==> src/hdl/lphs_pkg.sv <==
package lphs_pkg;

    localparam int KEY_W  = 32;
    localparam int SIZE_W = 5;
    localparam int SLOT_W = 4;

    localparam logic [SIZE_W-1:0] TABLE_SIZE_RST = 5'd11;

    typedef enum logic [1:0] {
        OC_FOUND    = 2'd0,
        OC_INSERTED = 2'd1,
        OC_FULL     = 2'd2
    } t_outcome;

endpackage

==> src/hdl/lphs_mod.sv <==
// Restoring remainder unit: one dividend bit per cycle, MSB first.
module lphs_mod #(
    parameter int RW = 6
) (
    input  logic                        i_clk,
    input  logic                        i_rst_n,
    input  logic                        i_start,
    input  logic [lphs_pkg::KEY_W-1:0]  i_dividend,
    input  logic [RW-1:0]               i_divisor,
    output logic                        o_done,
    output logic [RW-1:0]               o_rem
);

    localparam int CNT_W = $clog2(lphs_pkg::KEY_W);

    logic                        r_busy;
    logic                        r_done;
    logic [CNT_W-1:0]            r_cnt;
    logic [lphs_pkg::KEY_W-1:0]  r_div;
    logic [RW-1:0]               r_rem;
    logic [RW-1:0]               n_trial;
    logic [RW-1:0]               n_rem;

    // remainder stays below the divisor, so the shifted value fits RW bits
    always_comb begin
        n_trial = {r_rem[RW-2:0], r_div[lphs_pkg::KEY_W-1]};
        n_rem   = (n_trial >= i_divisor) ? (n_trial - i_divisor) : n_trial;
    end

    always_ff @(posedge i_clk) begin
        if (!i_rst_n) begin
            r_busy <= 1'b0;
            r_done <= 1'b0;
            r_cnt  <= '0;
        end else begin
            r_done <= 1'b0;
            if (i_start) begin
                r_busy <= 1'b1;
                r_cnt  <= '0;
            end else if (r_busy) begin
                r_cnt <= r_cnt + 1'b1;
                if (r_cnt == CNT_W'(lphs_pkg::KEY_W - 1)) begin
                    r_busy <= 1'b0;
                    r_done <= 1'b1;
                end
            end
        end
    end

    always_ff @(posedge i_clk) begin
        if (i_start) begin
            r_div <= i_dividend;
            r_rem <= '0;
        end else if (r_busy) begin
            r_div <= r_div << 1;
            r_rem <= n_rem;
        end
    end

    assign o_done = r_done;
    assign o_rem  = r_rem;

endmodule

==> src/hdl/lphs_ram.sv <==
// Single-port slot memory, registered read.
module lphs_ram #(
    parameter int DEPTH = 16,
    parameter int AW    = 4
) (
    input  logic                        i_clk,
    input  logic                        i_we,
    input  logic [AW-1:0]               i_addr,
    input  logic [lphs_pkg::KEY_W-1:0]  i_wdata,
    output logic [lphs_pkg::KEY_W-1:0]  o_rdata
);

    logic [lphs_pkg::KEY_W-1:0] r_mem [DEPTH];
    logic [lphs_pkg::KEY_W-1:0] r_rdata;

    always_ff @(posedge i_clk) begin
        if (i_we) begin
            r_mem[i_addr] <= i_wdata;
        end else begin
            r_rdata <= r_mem[i_addr];
        end
    end

    assign o_rdata = r_rdata;

endmodule

==> src/hdl/linear_probe_hash_search_insert.sv <==
// Hash table, open addressing with linear probing: each key is looked up and
// inserted if absent. Home slot = key mod table size; a stored 0 marks empty.
// Input: pulse start with i_key while busy is low; the item is taken then.
// Output: o_valid is high for one cycle with o_outcome (found, inserted,
// full), o_slot and o_compare_count. The receiver has no way to stall, so
// results are only ever a single-cycle strobe.
// Config: i_cfg_we writes i_cfg_wdata to the table size; write only when idle.
// The home slot comes from a bit-serial remainder unit. Each probe then
// takes a read state and a compare state on the one memory port (read,
// compare and possibly write), with from 1 up to the effective table size
// probes; key 0 skips probing. busy drops with the strobe, and a new key
// may start in that same cycle.
// Reset: the table size goes to 11 and a clearing pass writes zero to every
// slot with busy high; config writes are still taken.
module linear_probe_hash_search_insert #(
    parameter int TABLE_DEPTH = 16
) (
    input  logic                                i_clk,
    input  logic                                i_rst_n,
    input  logic                                start,
    output logic                                busy,
    input  logic [lphs_pkg::KEY_W-1:0]          i_key,
    input  logic                                i_cfg_we,
    input  logic [lphs_pkg::SIZE_W-1:0]         i_cfg_wdata,
    output logic                                o_valid,
    output logic [1:0]                          o_outcome,
    output logic [lphs_pkg::SLOT_W-1:0]         o_slot,
    output logic [lphs_pkg::SIZE_W-1:0]         o_compare_count
);

    localparam int AW = $clog2(TABLE_DEPTH);
    localparam int CW = ((AW > lphs_pkg::SIZE_W) ? AW : lphs_pkg::SIZE_W) + 1;
    localparam logic [CW-1:0] DEPTH_C = CW'(TABLE_DEPTH);

    typedef enum logic [4:0] {
        S_CLEAR = 5'b00001,
        S_IDLE  = 5'b00010,
        S_HASH  = 5'b00100,
        S_READ  = 5'b01000,
        S_CMP   = 5'b10000
    } t_state;

    t_state                        r_state;
    logic [AW-1:0]                 r_clr;
    logic [lphs_pkg::SIZE_W-1:0]   r_table_size;
    logic [lphs_pkg::KEY_W-1:0]    r_key;
    logic [AW-1:0]                 r_idx;
    logic [AW-1:0]                 r_home;
    logic [lphs_pkg::SIZE_W-1:0]   r_cnt;
    logic                          r_first;
    logic                          r_valid;
    lphs_pkg::t_outcome            r_outcome;
    logic [lphs_pkg::SLOT_W-1:0]   r_slot;
    logic [lphs_pkg::SIZE_W-1:0]   r_ccount;

    logic                          accept;
    logic [CW-1:0]                 size_ext;
    logic [CW-1:0]                 m_eff;
    logic                          mod_done;
    logic [CW-1:0]                 mod_rem;
    logic [AW-1:0]                 home;
    logic                          mem_we;
    logic [AW-1:0]                 mem_addr;
    logic [lphs_pkg::KEY_W-1:0]    mem_wdata;
    logic [lphs_pkg::KEY_W-1:0]    mem_rdata;
    logic                          hit;
    logic                          empty;
    logic [lphs_pkg::SIZE_W-1:0]   cnt_occ;
    logic [CW-1:0]                 idx_inc;
    logic [AW-1:0]                 next_idx;

    assign accept = start && (r_state == S_IDLE);
    assign busy   = (r_state != S_IDLE);

    // size 0 acts as 1, above the depth saturates
    always_comb begin
        size_ext = CW'(r_table_size);
        if (r_table_size == '0) begin
            m_eff = CW'(1);
        end else if (size_ext > DEPTH_C) begin
            m_eff = DEPTH_C;
        end else begin
            m_eff = size_ext;
        end
    end

    lphs_mod #(
        .RW (CW)
    ) u_mod (
        .i_clk      (i_clk),
        .i_rst_n    (i_rst_n),
        .i_start    (accept),
        .i_dividend (i_key),
        .i_divisor  (m_eff),
        .o_done     (mod_done),
        .o_rem      (mod_rem)
    );

    assign home = mod_rem[AW-1:0];

    always_comb begin
        hit      = (mem_rdata == r_key);
        empty    = (mem_rdata == '0);
        cnt_occ  = r_first ? r_cnt : (r_cnt + 1'b1);
        idx_inc  = CW'(r_idx) + CW'(1);
        next_idx = (idx_inc == m_eff) ? '0 : idx_inc[AW-1:0];
    end

    always_comb begin
        mem_we    = 1'b0;
        mem_addr  = r_idx;
        mem_wdata = r_key;
        case (r_state)
            S_CLEAR: begin
                mem_we    = 1'b1;
                mem_addr  = r_clr;
                mem_wdata = '0;
            end
            S_CMP: begin
                mem_we = empty && !hit;
            end
            default: begin
                mem_we = 1'b0;
            end
        endcase
    end

    lphs_ram #(
        .DEPTH (TABLE_DEPTH),
        .AW    (AW)
    ) u_ram (
        .i_clk   (i_clk),
        .i_we    (mem_we),
        .i_addr  (mem_addr),
        .i_wdata (mem_wdata),
        .o_rdata (mem_rdata)
    );

    always_ff @(posedge i_clk) begin
        if (!i_rst_n) begin
            r_table_size <= lphs_pkg::TABLE_SIZE_RST;
        end else if (i_cfg_we) begin
            r_table_size <= i_cfg_wdata;
        end
    end

    always_ff @(posedge i_clk) begin
        if (!i_rst_n) begin
            r_state <= S_CLEAR;
            r_clr   <= '0;
            r_valid <= 1'b0;
        end else begin
            r_valid <= 1'b0;
            case (r_state)
                S_CLEAR: begin
                    r_clr <= r_clr + 1'b1;
                    if (r_clr == AW'(TABLE_DEPTH - 1)) begin
                        r_state <= S_IDLE;
                    end
                end
                S_IDLE: begin
                    if (start) begin
                        r_state <= S_HASH;
                    end
                end
                S_HASH: begin
                    if (mod_done) begin
                        if (r_key == '0) begin
                            r_valid <= 1'b1;
                            r_state <= S_IDLE;
                        end else begin
                            r_state <= S_READ;
                        end
                    end
                end
                S_READ: begin
                    r_state <= S_CMP;
                end
                S_CMP: begin
                    if (hit || empty || (next_idx == r_home)) begin
                        r_valid <= 1'b1;
                        r_state <= S_IDLE;
                    end else begin
                        r_state <= S_READ;
                    end
                end
                default: begin
                    r_state <= S_IDLE;
                end
            endcase
        end
    end

    always_ff @(posedge i_clk) begin
        if (accept) begin
            r_key <= i_key;
        end
        case (r_state)
            S_HASH: begin
                r_idx     <= home;
                r_home    <= home;
                r_cnt     <= lphs_pkg::SIZE_W'(1);
                r_first   <= 1'b1;
                r_outcome <= lphs_pkg::OC_FOUND;
                r_slot    <= lphs_pkg::SLOT_W'(CW'(home));
                r_ccount  <= lphs_pkg::SIZE_W'(1);
            end
            S_CMP: begin
                if (hit) begin
                    r_outcome <= lphs_pkg::OC_FOUND;
                    r_slot    <= lphs_pkg::SLOT_W'(CW'(r_idx));
                    r_ccount  <= cnt_occ;
                end else if (empty) begin
                    r_outcome <= lphs_pkg::OC_INSERTED;
                    r_slot    <= lphs_pkg::SLOT_W'(CW'(r_idx));
                    r_ccount  <= r_cnt;
                end else begin
                    // slot holds another key: step on; table full if the next slot is home
                    r_outcome <= lphs_pkg::OC_FULL;
                    r_slot    <= lphs_pkg::SLOT_W'(CW'(r_home));
                    r_ccount  <= cnt_occ;
                    r_cnt     <= cnt_occ;
                    r_idx     <= next_idx;
                    r_first   <= 1'b0;
                end
            end
            default: begin
                r_first <= r_first;
            end
        endcase
    end

    assign o_valid         = r_valid;
    assign o_outcome       = r_outcome;
    assign o_slot          = r_slot;
    assign o_compare_count = r_ccount;

    a_accept_busy: assert property (@(posedge i_clk) disable iff (!i_rst_n)
        (start && !busy) |=> busy)
        else $error("accepted item did not raise busy");

    a_result_idle: assert property (@(posedge i_clk) disable iff (!i_rst_n)
        o_valid |-> !busy)
        else $error("result strobe while still busy");

    a_count_nonzero: assert property (@(posedge i_clk) disable iff (!i_rst_n)
        o_valid |-> (o_compare_count != '0))
        else $error("result with zero compares");

    a_no_zero_insert: assert property (@(posedge i_clk) disable iff (!i_rst_n)
        (mem_we && (r_state == S_CMP)) |-> (r_key != '0))
        else $error("empty marker written as a key");

endmodule

==> config.mk <==
export PLATFORM = sky130hd
export DESIGN_NAME = linear_probe_hash_search_insert
export DESIGN_NICKNAME = d
export VERILOG_FILES = /design/src/hdl/lphs_pkg.sv /design/src/hdl/lphs_mod.sv /design/src/hdl/lphs_ram.sv /design/src/hdl/linear_probe_hash_search_insert.sv
export SDC_FILE = /design/constraint.sdc
export NUM_CORES = 1
export LEC_CHECK = 0
export BUFFER_PORTS_ARGS = -buffer_cell sky130_fd_sc_hd__buf_2
export CORE_ASPECT_RATIO = 1.25
export CORE_UTILIZATION = 35
export DETAILED_ROUTE_END_ITERATION = 10
export GPL_TIMING_DRIVEN = 1
export PLACE_DENSITY = 0.47
export SLEW_MARGIN = 20
export SYNTH_ARGS = -nofsm -noshare
export SYNTH_HDL_FRONTEND = slang
export SYNTH_SLANG_ARGS = --single-unit
==> constraint.sdc <==
create_clock -name i_clk -period 4.1 [get_ports i_clk]
set_clock_uncertainty 0.1 [all_clocks]
set_input_delay 0.205 -clock i_clk [delete_from_list [all_inputs] [get_ports i_clk]]
set_output_delay 0.205 -clock i_clk [all_outputs]
set_load 0.1 [all_outputs]
==> flow_metrics.env, run 1 <==
export IMPL_status="finished clean"
export IMPL_arrival_ns=3.85
export IMPL_synthDistinctLibCells=63
export IMPL_setup_slack_ns=0.384
export IMPL_yosysWarnings=0
export IMPL_hold_path_cell_count=2
export IMPL_max_slew_worst_pin_slew_ns=1.09
export IMPL_ys_flop_type="edfxtp_1"
export IMPL_drc=0
export IMPL_wl_um=87300
export IMPL_p_leak_nw=11.2
export IMPL_yosysMostFrequentCell="edfxtp_1"
export IMPL_n_fill_cell=7381
export IMPL_io_pins=54
export IMPL_synthCells=2067
export IMPL_vias=18600
export IMPL_rsz0062_at_grt="no"
export IMPL_hpwl_um=52600
export IMPL_period_needed_ns=3.72
export IMPL_ir_worst_vdd_mv=0.693
export IMPL_cp_required_ns=4.23
export IMPL_synth_area_top_cells="edfxtp_1, nand2_1, a211oi_1"
export IMPL_power_density_nw_per_um2=832
export IMPL_num_rows=115
export IMPL_maxCapViolCount=0
export IMPL_hold_class="in -> reg"
export IMPL_final_max_slew_viol_count=0
export IMPL_yosysSeqAreaShare_pct=69.9
export IMPL_grt_pass1_vias=18300
export IMPL_antenna_found_initial=2
export IMPL_clkTransAtPathRegs_ns=0.07
export IMPL_multiInputGateArea_um2=7870
export IMPL_grt_pass1_wl_um=127000
export IMPL_fmax_mhz=269
export IMPL_port_buffers=53
export IMPL_final_seq_area_um2=19600
export IMPL_layout_drive_gt1_share_pct=13.7
export IMPL_path_max_fanout=32
export IMPL_clk_path_buf_depth=3
export IMPL_cts_resized=0
export IMPL_synth_top_area_share_pct=67.9
export IMPL_async_flop_share_pct=0
export IMPL_cp_start_kind="flop"
export IMPL_htree_levels=3
export IMPL_r2r_cells=8
export IMPL_grt_max_degree=98
export IMPL_grt_util_all_layers_pct=21.5
export IMPL_numCtsBuffers=69
export IMPL_synth_area_per_cell_um2=13.5
export IMPL_total_power_w=0.0271
export IMPL_ys_ff_latch=660
export IMPL_dp_slack_ns=0.298
export IMPL_timing_final_crit_share_pct=90.6
export IMPL_synth_top_cells_by_count="edfxtp_1, nand2_1, clkbuf_1"
export IMPL_hold_viol_final=0
export IMPL_ant_nets=0
export IMPL_fin_tns_setup_ns=0
export IMPL_gp_congestion=0.866
export IMPL_synth_edff_count=633
export IMPL_tritoncts="built"
export IMPL_clk_latency_ns=0.63
export IMPL_diodes=0
export IMPL_die_w_um=255
export IMPL_syn_area_um2=28000
export IMPL_start_util_pct=35.5
export IMPL_dieArea_um2=81100
export IMPL_nets=2215
export IMPL_dieHeight_um=318
export IMPL_wl_per_cell_um=26.7
export IMPL_numClockSinks=660
export IMPL_core_area_um2=78900
export IMPL_setup_viol_count_final=0
export IMPL_root_buffer="clkbuf_16"
export IMPL_via_per_inst=5.69
export IMPL_syn_nets=2119
export IMPL_synth_area_leader_cell="edfxtp_1"
export IMPL_relSlewSlack_pct=27.3
export IMPL_first_pass_iters=5
export IMPL_crit_type="reg -> reg"
export IMPL_whs_ns=0.208
export IMPL_area_growth_syn_to_layout_pct=16.2
export IMPL_endpoint_kind="flop"
export IMPL_gr_total_overflow=0
export IMPL_first_iter_violations=1696
[sequential cells by signal, summed over array words and instances (netlist names), 2 cells and up]
signal           count
r_key               32
r_table_size         5
r_state              5
u_mod.o_rem          5
r_clr                4
u_ram.o_rdata       32
u_mod.r_cnt          5
u_mod.r_div         32
o_compare_count      5
r_home               4
o_outcome            2
r_cnt                5
u_ram.r_mem        512
r_idx                4
o_slot               4
[through the flow]
stage	cells	cell area, um^2	util, %
5_1_grt	3264	32500	41.2
6_report	3264	32500	41.2
4_1_cts	3264	32500	41.2
3_5_place_dp	3098	29800	37.8
3_3_place_gp	3097	29800	37.8
2_1_floorplan	2067	28000	-
[worst max-delay path: stages, from the launching register on]
cell	delay, ns
edfxtp_1	0.41
nor4_1	0.53
buf_4	0.20
nand4_1	0.13
or2_2	0.42
o21bai_1	0.21
nor2_1	0.13
buf_4	0.26
o211a_2	0.92
[worst paths after layout]
check / end / slack, ns / startpoint
max: u_ram.r_mem[2][22]$_DFFE_PP_ / 0.38 / u_ram.o_rdata[5]$_DFFE_PN_
min reg2reg: u_mod.r_div[12]$_DFFE_PP_ / 0.40 / u_mod.r_div[11]$_DFFE_PP_
min: r_key[16]$_DFFE_PP_ / 0.21 / i_key[16]
max reg2reg: u_ram.r_mem[2][22]$_DFFE_PP_ / 0.38 / u_ram.o_rdata[5]$_DFFE_PN_
[per-layer routing]
layer,vias up,part of all wire [%],global-route usage (%)
met2,610,49,35.6
met4,2,2.7,6.75
met3,128,6.3,3.56
li1,8283,-,-
met5,-,0.015,0
met1,9544,42,28.6
[cells in the final DEF (no fill, tap or decap), types with 28 or more instances in the layout]
cell	n
nor2_1	44
and3_1	101
xor2_1	40
dlygate4sd3_1	47
nand2_1	197
a211oi_1	89
nand3_1	74
buf_4	69
nor4_1	93
clkbuf_16	74
a211o_1	33
or3_1	33
a31o_2	28
a22oi_1	32
o22ai_1	32
buf_2	53
o21ai_0	82
a21oi_1	88
edfxtp_1	633
nor3b_1	36
a311oi_1	31
and2_1	34
[cell families (layout without fill, tap and decap cells)]
logic type / count (synthesis) / count (layout) / share of synthesized area, %
buffers and inverters: 178 / 322 / 2.72
adders and majority gates: 11 / 11 / 0.519
DFF: 660 / 660 / 69.9
and+or+nand+nor: 666 / 666 / 12.6
AOI/OAI and AO/OA: 481 / 481 / 12.0
muxes: 19 / 19 / 0.697
xor gates and xnor gates: 52 / 52 / 1.68
[cell type report]
cell class                 instances  area share [%]
clock buffer                      87            5.88
clock inverter                    32           0.781
inverter                          20           0.231
multi-input combinational       1229            24.2
sequential                       660            60.1
tap                             1053            4.05
timing repair buffer             183            4.70
[where the power goes]
group | internal (W) | switching [W]
logic | 0.00323 | 0.00760
registers | 0.00962 | 0.000481
clock network | 0.00349 | 0.00263
total | 0.0163 | 0.0107
[repair_timing]
action	4_1_cts	5_1_grt
setup buffers	0	0
hold endpoints to repair	78	0
hold buffers	47	0
Power figures use the tool's default switching activity.
==> inputs of run 2 (changes only) <==
--- a/config.mk
+++ b/config.mk
@@ -6,11 +6,13 @@
 export NUM_CORES = 1
 export LEC_CHECK = 0
 export BUFFER_PORTS_ARGS = -buffer_cell sky130_fd_sc_hd__buf_2
+export CELL_PAD_IN_SITES_DETAIL_PLACEMENT = 1
+export CELL_PAD_IN_SITES_GLOBAL_PLACEMENT = 1
 export CORE_ASPECT_RATIO = 1.25
 export CORE_UTILIZATION = 35
 export DETAILED_ROUTE_END_ITERATION = 10
 export GPL_TIMING_DRIVEN = 1
-export PLACE_DENSITY = 0.47
+export PLACE_DENSITY = 0.54
 export SLEW_MARGIN = 20
 export SYNTH_ARGS = -nofsm -noshare
 export SYNTH_HDL_FRONTEND = slang
==> run 2 against run 1 <==
Net effect: critical path depth unchanged; combinational power about the same; critical path type unchanged; cell count up 0.43%; sequential cell count unchanged; sequential share of layout area down 0.29 points; power up 0.85%; first-iteration DRC count down 22%; clock power up 3%; worst setup slack better by 0.14 ns; via count up 1.1%.
==> flow_metrics.env, run 2 (synthesis results as in run 1) <==
export IMPL_n_fill_cell=8075
export IMPL_hold_viol_final=0
export IMPL_clkTransAtPathRegs_ns=0.06
export IMPL_hold_class="in -> reg"
export IMPL_endpoint_kind="flop"
export IMPL_final_cell_mix="edfxtp_1, nand2_1, and3_1, nor4_1, a211oi_1"
export IMPL_max_slew_worst_pin_slew_ns=0.963
export IMPL_setup_slack_ns=0.526
export IMPL_nets=2225
export IMPL_critPathSlowestCell="or3_1"
export IMPL_whs_ns=0.209
export IMPL_final_seq_area_um2=19600
export IMPL_first_iter_violations=1315
export IMPL_min_from="i_key[17]"
export IMPL_drc=0
export IMPL_timing_final_crit_share_pct=87.2
export IMPL_core_area_um2=78900
export IMPL_ir_worst_vdd_mv=0.697
export IMPL_power_density_nw_per_um2=835
export IMPL_htree_levels=3
export IMPL_multiInputGateArea_um2=7830
export IMPL_path_buf_inv=2
export IMPL_tritoncts="built"
export IMPL_numClockSinks=660
export IMPL_grt_max_degree=82
export IMPL_post_cts_buffers=0
export IMPL_vias=18800
export IMPL_p_leak_nw=11.2
export IMPL_numCtsBuffers=71
export IMPL_r2r_cells=8
export IMPL_gr_total_overflow=0
export IMPL_die_w_um=255
export IMPL_top_register="u_ram.r_mem"
export IMPL_hpwl_um=55700
export IMPL_num_rows=115
export IMPL_wl_per_cell_um=27.5
export IMPL_via_per_inst=5.73
export IMPL_gp_congestion=0.853
export IMPL_maxCapViolCount=0
export IMPL_status="finished clean"
export IMPL_crit_start="r_state[2]$_SDFFE_PN0P_"
export IMPL_cp_endpoint="u_ram.o_rdata[27]$_DFFE_PN_"
export IMPL_clk_latency_ns=0.63
export IMPL_fin_tns_setup_ns=0
export IMPL_largest_reg_flops=512
export IMPL_ant_nets=0
export IMPL_clk_path_buf_depth=3
export IMPL_stdcell_count=3278
export IMPL_final_max_slew_viol_count=0
export IMPL_start_util_pct=35.5
export IMPL_cp_required_ns=4.48
export IMPL_r2r_slack_ns=0.53
export IMPL_first_pass_iters=5
export IMPL_worst_path_stages=8
export IMPL_cp_start_kind="flop"
export IMPL_area_growth_syn_to_layout_pct=16.7
export IMPL_cts_resized=0
export IMPL_grt_pass1_vias=19800
export IMPL_cp_top_family="simple AND/OR/NAND/NOR gates"
export IMPL_slowest_delay_ns=0.69
export IMPL_crit_chain="or3_1 > o21ai_4 > buf_4 > nand3_1 > and3_1 > nor4_1 > buf_4 > a211o_1"
export IMPL_setup_viol_count_final=0
export IMPL_dieHeight_um=318
export IMPL_total_power_w=0.0273
export IMPL_crit_type="reg -> reg"
export IMPL_layout_drive_gt1_share_pct=14.3
export IMPL_rr_startpoint="r_state[2]$_SDFFE_PN0P_"
export IMPL_place_inst=3106
export IMPL_grt_pass1_wl_um=133000
export IMPL_wl_um=90300
export IMPL_arrival_ns=3.95
export IMPL_port_buffers=53
export IMPL_antenna_found_initial=9
export IMPL_root_buffer="clkbuf_16"
export IMPL_worst_path_most_repeated_cell="buf_4"
export IMPL_cts_hold_buf=47
export IMPL_io_pins=54
export IMPL_r2r_end="u_ram.o_rdata[27]$_DFFE_PN_"
export IMPL_period_needed_ns=3.57
export IMPL_grt_util_all_layers_pct=22.3
export IMPL_diodes=0
export IMPL_rsz0062_at_grt="no"
export IMPL_path_max_fanout=43
export IMPL_dp_slack_ns=0.519
export IMPL_relSlewSlack_pct=35.8
export IMPL_layout_cells_most_common="edfxtp_1"
export IMPL_dieArea_um2=81100
export IMPL_fmax_mhz=280
run 2: cell types whose count changed in the layout (fill, tap and decap cells not counted), sizes merged:
cell,change
buf,+8
clkinv,+4
bufinv,+2
clkinvlp,-1
inv,+1
run 2: how the worst min path moves through the flow:
stage | to | cells past startpoint
after CTS | r_key[17]$_DFFE_PP_ | 2
after global placement | r_key[0]$_DFFE_PP_ | 1
final | r_key[17]$_DFFE_PP_ | 2
after floorplan | r_key[0]$_DFFE_PP_ | 0
after detailed placement | r_key[17]$_DFFE_PP_ | 1
after global routing | r_key[5]$_DFFE_PP_ | 2
run 2: power breakdown:
group | switching, W | internal (W)
Sequential | 0.000580 | 0.00962
Clock | 0.00268 | 0.00361
Combinational | 0.00753 | 0.00327
Total | 0.0108 | 0.0165
run 2: area by class of cell:
cell class / instances / area share [%]
clock buffers: 87 / 5.83
well taps: 1053 / 4.03
repair buffers: 191 / 5.11
inverters: 20 / 0.230
multi-input cells: 1229 / 24.0
flip-flops and latches: 660 / 59.9
clock inverters: 38 / 0.981
run 2: stage by stage:
step / instance area [um^2] / utilization (%)
floorplan: 28000 / -
finish: 32700 / 41.4
CTS: 32700 / 41.4
detailed placement: 30000 / 38.0
global placement: 30000 / 38.0
global route: 32700 / 41.4
run 2: layer usage:
metal  global-route usage [%]  up-vias  part of all wire (%)  wire [um]
li1                         -     8301                     -          -
met1                     28.3     9787                    42      38100
met2                     38.4      496                    50      45200
met3                     3.30      177                   4.6       4110
met4                     8.02        8                   3.2       2870
met5                        0        -                  0.10         92
==> inputs of run 3 (changes only) <==
--- a/config.mk
+++ b/config.mk
@@ -6,6 +6,7 @@
 export NUM_CORES = 1
 export LEC_CHECK = 0
 export BUFFER_PORTS_ARGS = -buffer_cell sky130_fd_sc_hd__buf_2
+export CAP_MARGIN = 25
 export CELL_PAD_IN_SITES_DETAIL_PLACEMENT = 1
 export CELL_PAD_IN_SITES_GLOBAL_PLACEMENT = 1
 export CORE_ASPECT_RATIO = 1.25
@@ -13,6 +14,7 @@
 export DETAILED_ROUTE_END_ITERATION = 10
 export GPL_TIMING_DRIVEN = 1
 export PLACE_DENSITY = 0.54
+export REMOVE_ABC_BUFFERS = 1
 export SLEW_MARGIN = 20
 export SYNTH_ARGS = -nofsm -noshare
 export SYNTH_HDL_FRONTEND = slang
==> run 3 against run 2 <==
Net effect: fmax down 1.8%; first-iteration DRC count up 23%; worst hold slack worse by 0.0051 ns.
==> flow_metrics.env, run 3 (synthesis results as in run 1) <==
export IMPL_status="finished clean"
export IMPL_nets=2238
export IMPL_num_rows=115
export IMPL_via_per_inst=5.74
export IMPL_core_area_um2=78900
export IMPL_crit_chain="nor3_4 > a21oi_4 > nor2_4 > buf_4 > a211oi_1 > nor4_1 > a211o_1"
export IMPL_cp_start_kind="flop"
export IMPL_hold_path_cell_count=2
export IMPL_final_max_slew_viol_count=0
export IMPL_timing_final_crit_share_pct=88.8
export IMPL_max_slew_worst_pin_slew_ns=1.01
export IMPL_ir_worst_vdd_mv=0.646
export IMPL_first_iter_violations=1615
export IMPL_root_buffer="clkbuf_16"
export IMPL_path_max_fanout=26
export IMPL_start_util_pct=35.5
export IMPL_numClockSinks=660
export IMPL_wl_per_cell_um=28.0
export IMPL_setup_slack_ns=0.461
export IMPL_rsz0062_at_grt="no"
export IMPL_top_register="u_ram.r_mem"
export IMPL_critPathSlowestCell="nor3_4"
export IMPL_grt_pass1_vias=19700
export IMPL_path_buf_inv=1
export IMPL_layout_drive_gt1_share_pct=15.1
export IMPL_tritoncts="built"
export IMPL_wl_um=92300
export IMPL_final_cell_mix="edfxtp_1, nand2_1, and3_1, nor4_1, a211oi_1"
export IMPL_drc=0
export IMPL_area_growth_syn_to_layout_pct=17.6
export IMPL_layout_cells_most_common="edfxtp_1"
export IMPL_period_needed_ns=3.64
export IMPL_ant_nets=0
export IMPL_hold_class="in -> reg"
export IMPL_first_pass_iters=6
export IMPL_hold_viol_final=0
export IMPL_grt_pass1_wl_um=135000
export IMPL_p_comb_share_pct=40.1
export IMPL_diodes=0
export IMPL_clkPwrFrac_pct=23.3
export IMPL_relSlewSlack_pct=32.9
export IMPL_slowest_delay_ns=0.76
export IMPL_vias=18900
export IMPL_cp_top_family="simple AND/OR/NAND/NOR gates"
export IMPL_power_density_nw_per_um2=841
export IMPL_dieArea_um2=81100
export IMPL_power_switching_w=0.0108
export IMPL_intPower_w=0.0169
export IMPL_stdcell_count=3293
export IMPL_p_leak_nw=11.3
export IMPL_gr_total_overflow=0
export IMPL_dieHeight_um=318
export IMPL_r2r_cells=7
export IMPL_place_inst=3118
export IMPL_antenna_found_initial=1
export IMPL_port_buffers=53
export IMPL_grt_util_all_layers_pct=23.0
export IMPL_die_w_um=255
export IMPL_post_route_util_pct=41.8
export IMPL_io_pins=54
export IMPL_largest_reg_flops=512
export IMPL_gp_congestion=0.850
export IMPL_htree_levels=3
export IMPL_fmax_mhz=275
export IMPL_setup_viol_count_final=0
export IMPL_crit_type="reg -> reg"
export IMPL_clk_path_buf_depth=3
export IMPL_hpwl_um=57200
export IMPL_clkTransAtPathRegs_ns=0.06
export IMPL_whs_ns=0.204
export IMPL_arrival_ns=3.98
export IMPL_cp_required_ns=4.44
export IMPL_seqPwrFrac_pct=36.6
export IMPL_numCtsBuffers=72
export IMPL_worst_path_stages=7
export IMPL_clk_latency_ns=0.63
export IMPL_total_power_w=0.0277
export IMPL_endpoint_kind="flop"
export IMPL_dp_slack_ns=0.522
export IMPL_maxCapViolCount=0
export IMPL_switching_share_pct=38.9
export IMPL_grt_max_degree=127
-- run 3: cell count changes in the layout (fill, tap and decap cells not counted), sizes merged --
cell	previous run	this run
buf	144	156
bufinv	5	6
clkbuf	87	93
clkinv	31	26
inv	20	21
-- run 3: power groups by stage --
stage               clock (W)  sequential, W  combinational [W]
floorplan                   0         0.0101            0.00585
global placement            0         0.0102             0.0110
detailed placement          0         0.0103             0.0112
CTS                   0.00659         0.0101             0.0112
global route          0.00684         0.0102             0.0119
finish                0.00646         0.0101             0.0111
-- run 3: layer usage --
metal	GRT usage (%)	vias up	share of wire (%)
met5	0	-	0
met4	8.40	0	3.1
met3	2.79	138	4.6
met2	39.1	515	50
met1	29.8	9918	42
li1	-	8326	-
-- run 3: worst paths after layout --
check / from / endpoint / slack, ns
max: r_state[2]$_SDFFE_PN0P_ / u_ram.o_rdata[31]$_DFFE_PN_ / 0.46
min: i_key[11] / r_key[11]$_DFFE_PP_ / 0.20
max reg2reg: r_state[2]$_SDFFE_PN0P_ / u_ram.o_rdata[31]$_DFFE_PN_ / 0.46
min reg2reg: u_mod.r_cnt[4]$_SDFFE_PP0P_ / u_mod.r_cnt[4]$_SDFFE_PP0P_ / 0.42
-- run 3: through the flow --
step | TNS, ns | area [um^2]
final | 0 | 32900
after floorplan | -1190.92 | 27300
after detailed placement | 0 | 30200
after global routing | 0 | 32900
after CTS | 0 | 32900
after global placement | 0 | 30200
-- run 3: cell type report --
class,instances,area (um^2)
multi-input combinational,1229,7830
clock buffer,93,1960
fill,8101,45900
clock inverter,35,337
sequential,660,19600
inverter,20,76.3
tap,1053,1320
timing repair buffer,203,1850
-- run 3: what timing repair did --
| item | 4_1_cts | 5_1_grt |
|---|---|---|
| hold endpoints to repair | 78 | 0 |
| gates resized for setup | 0 | 0 |
| buffers inserted | 0 | 0 |
| hold buffers | 47 | 0 |
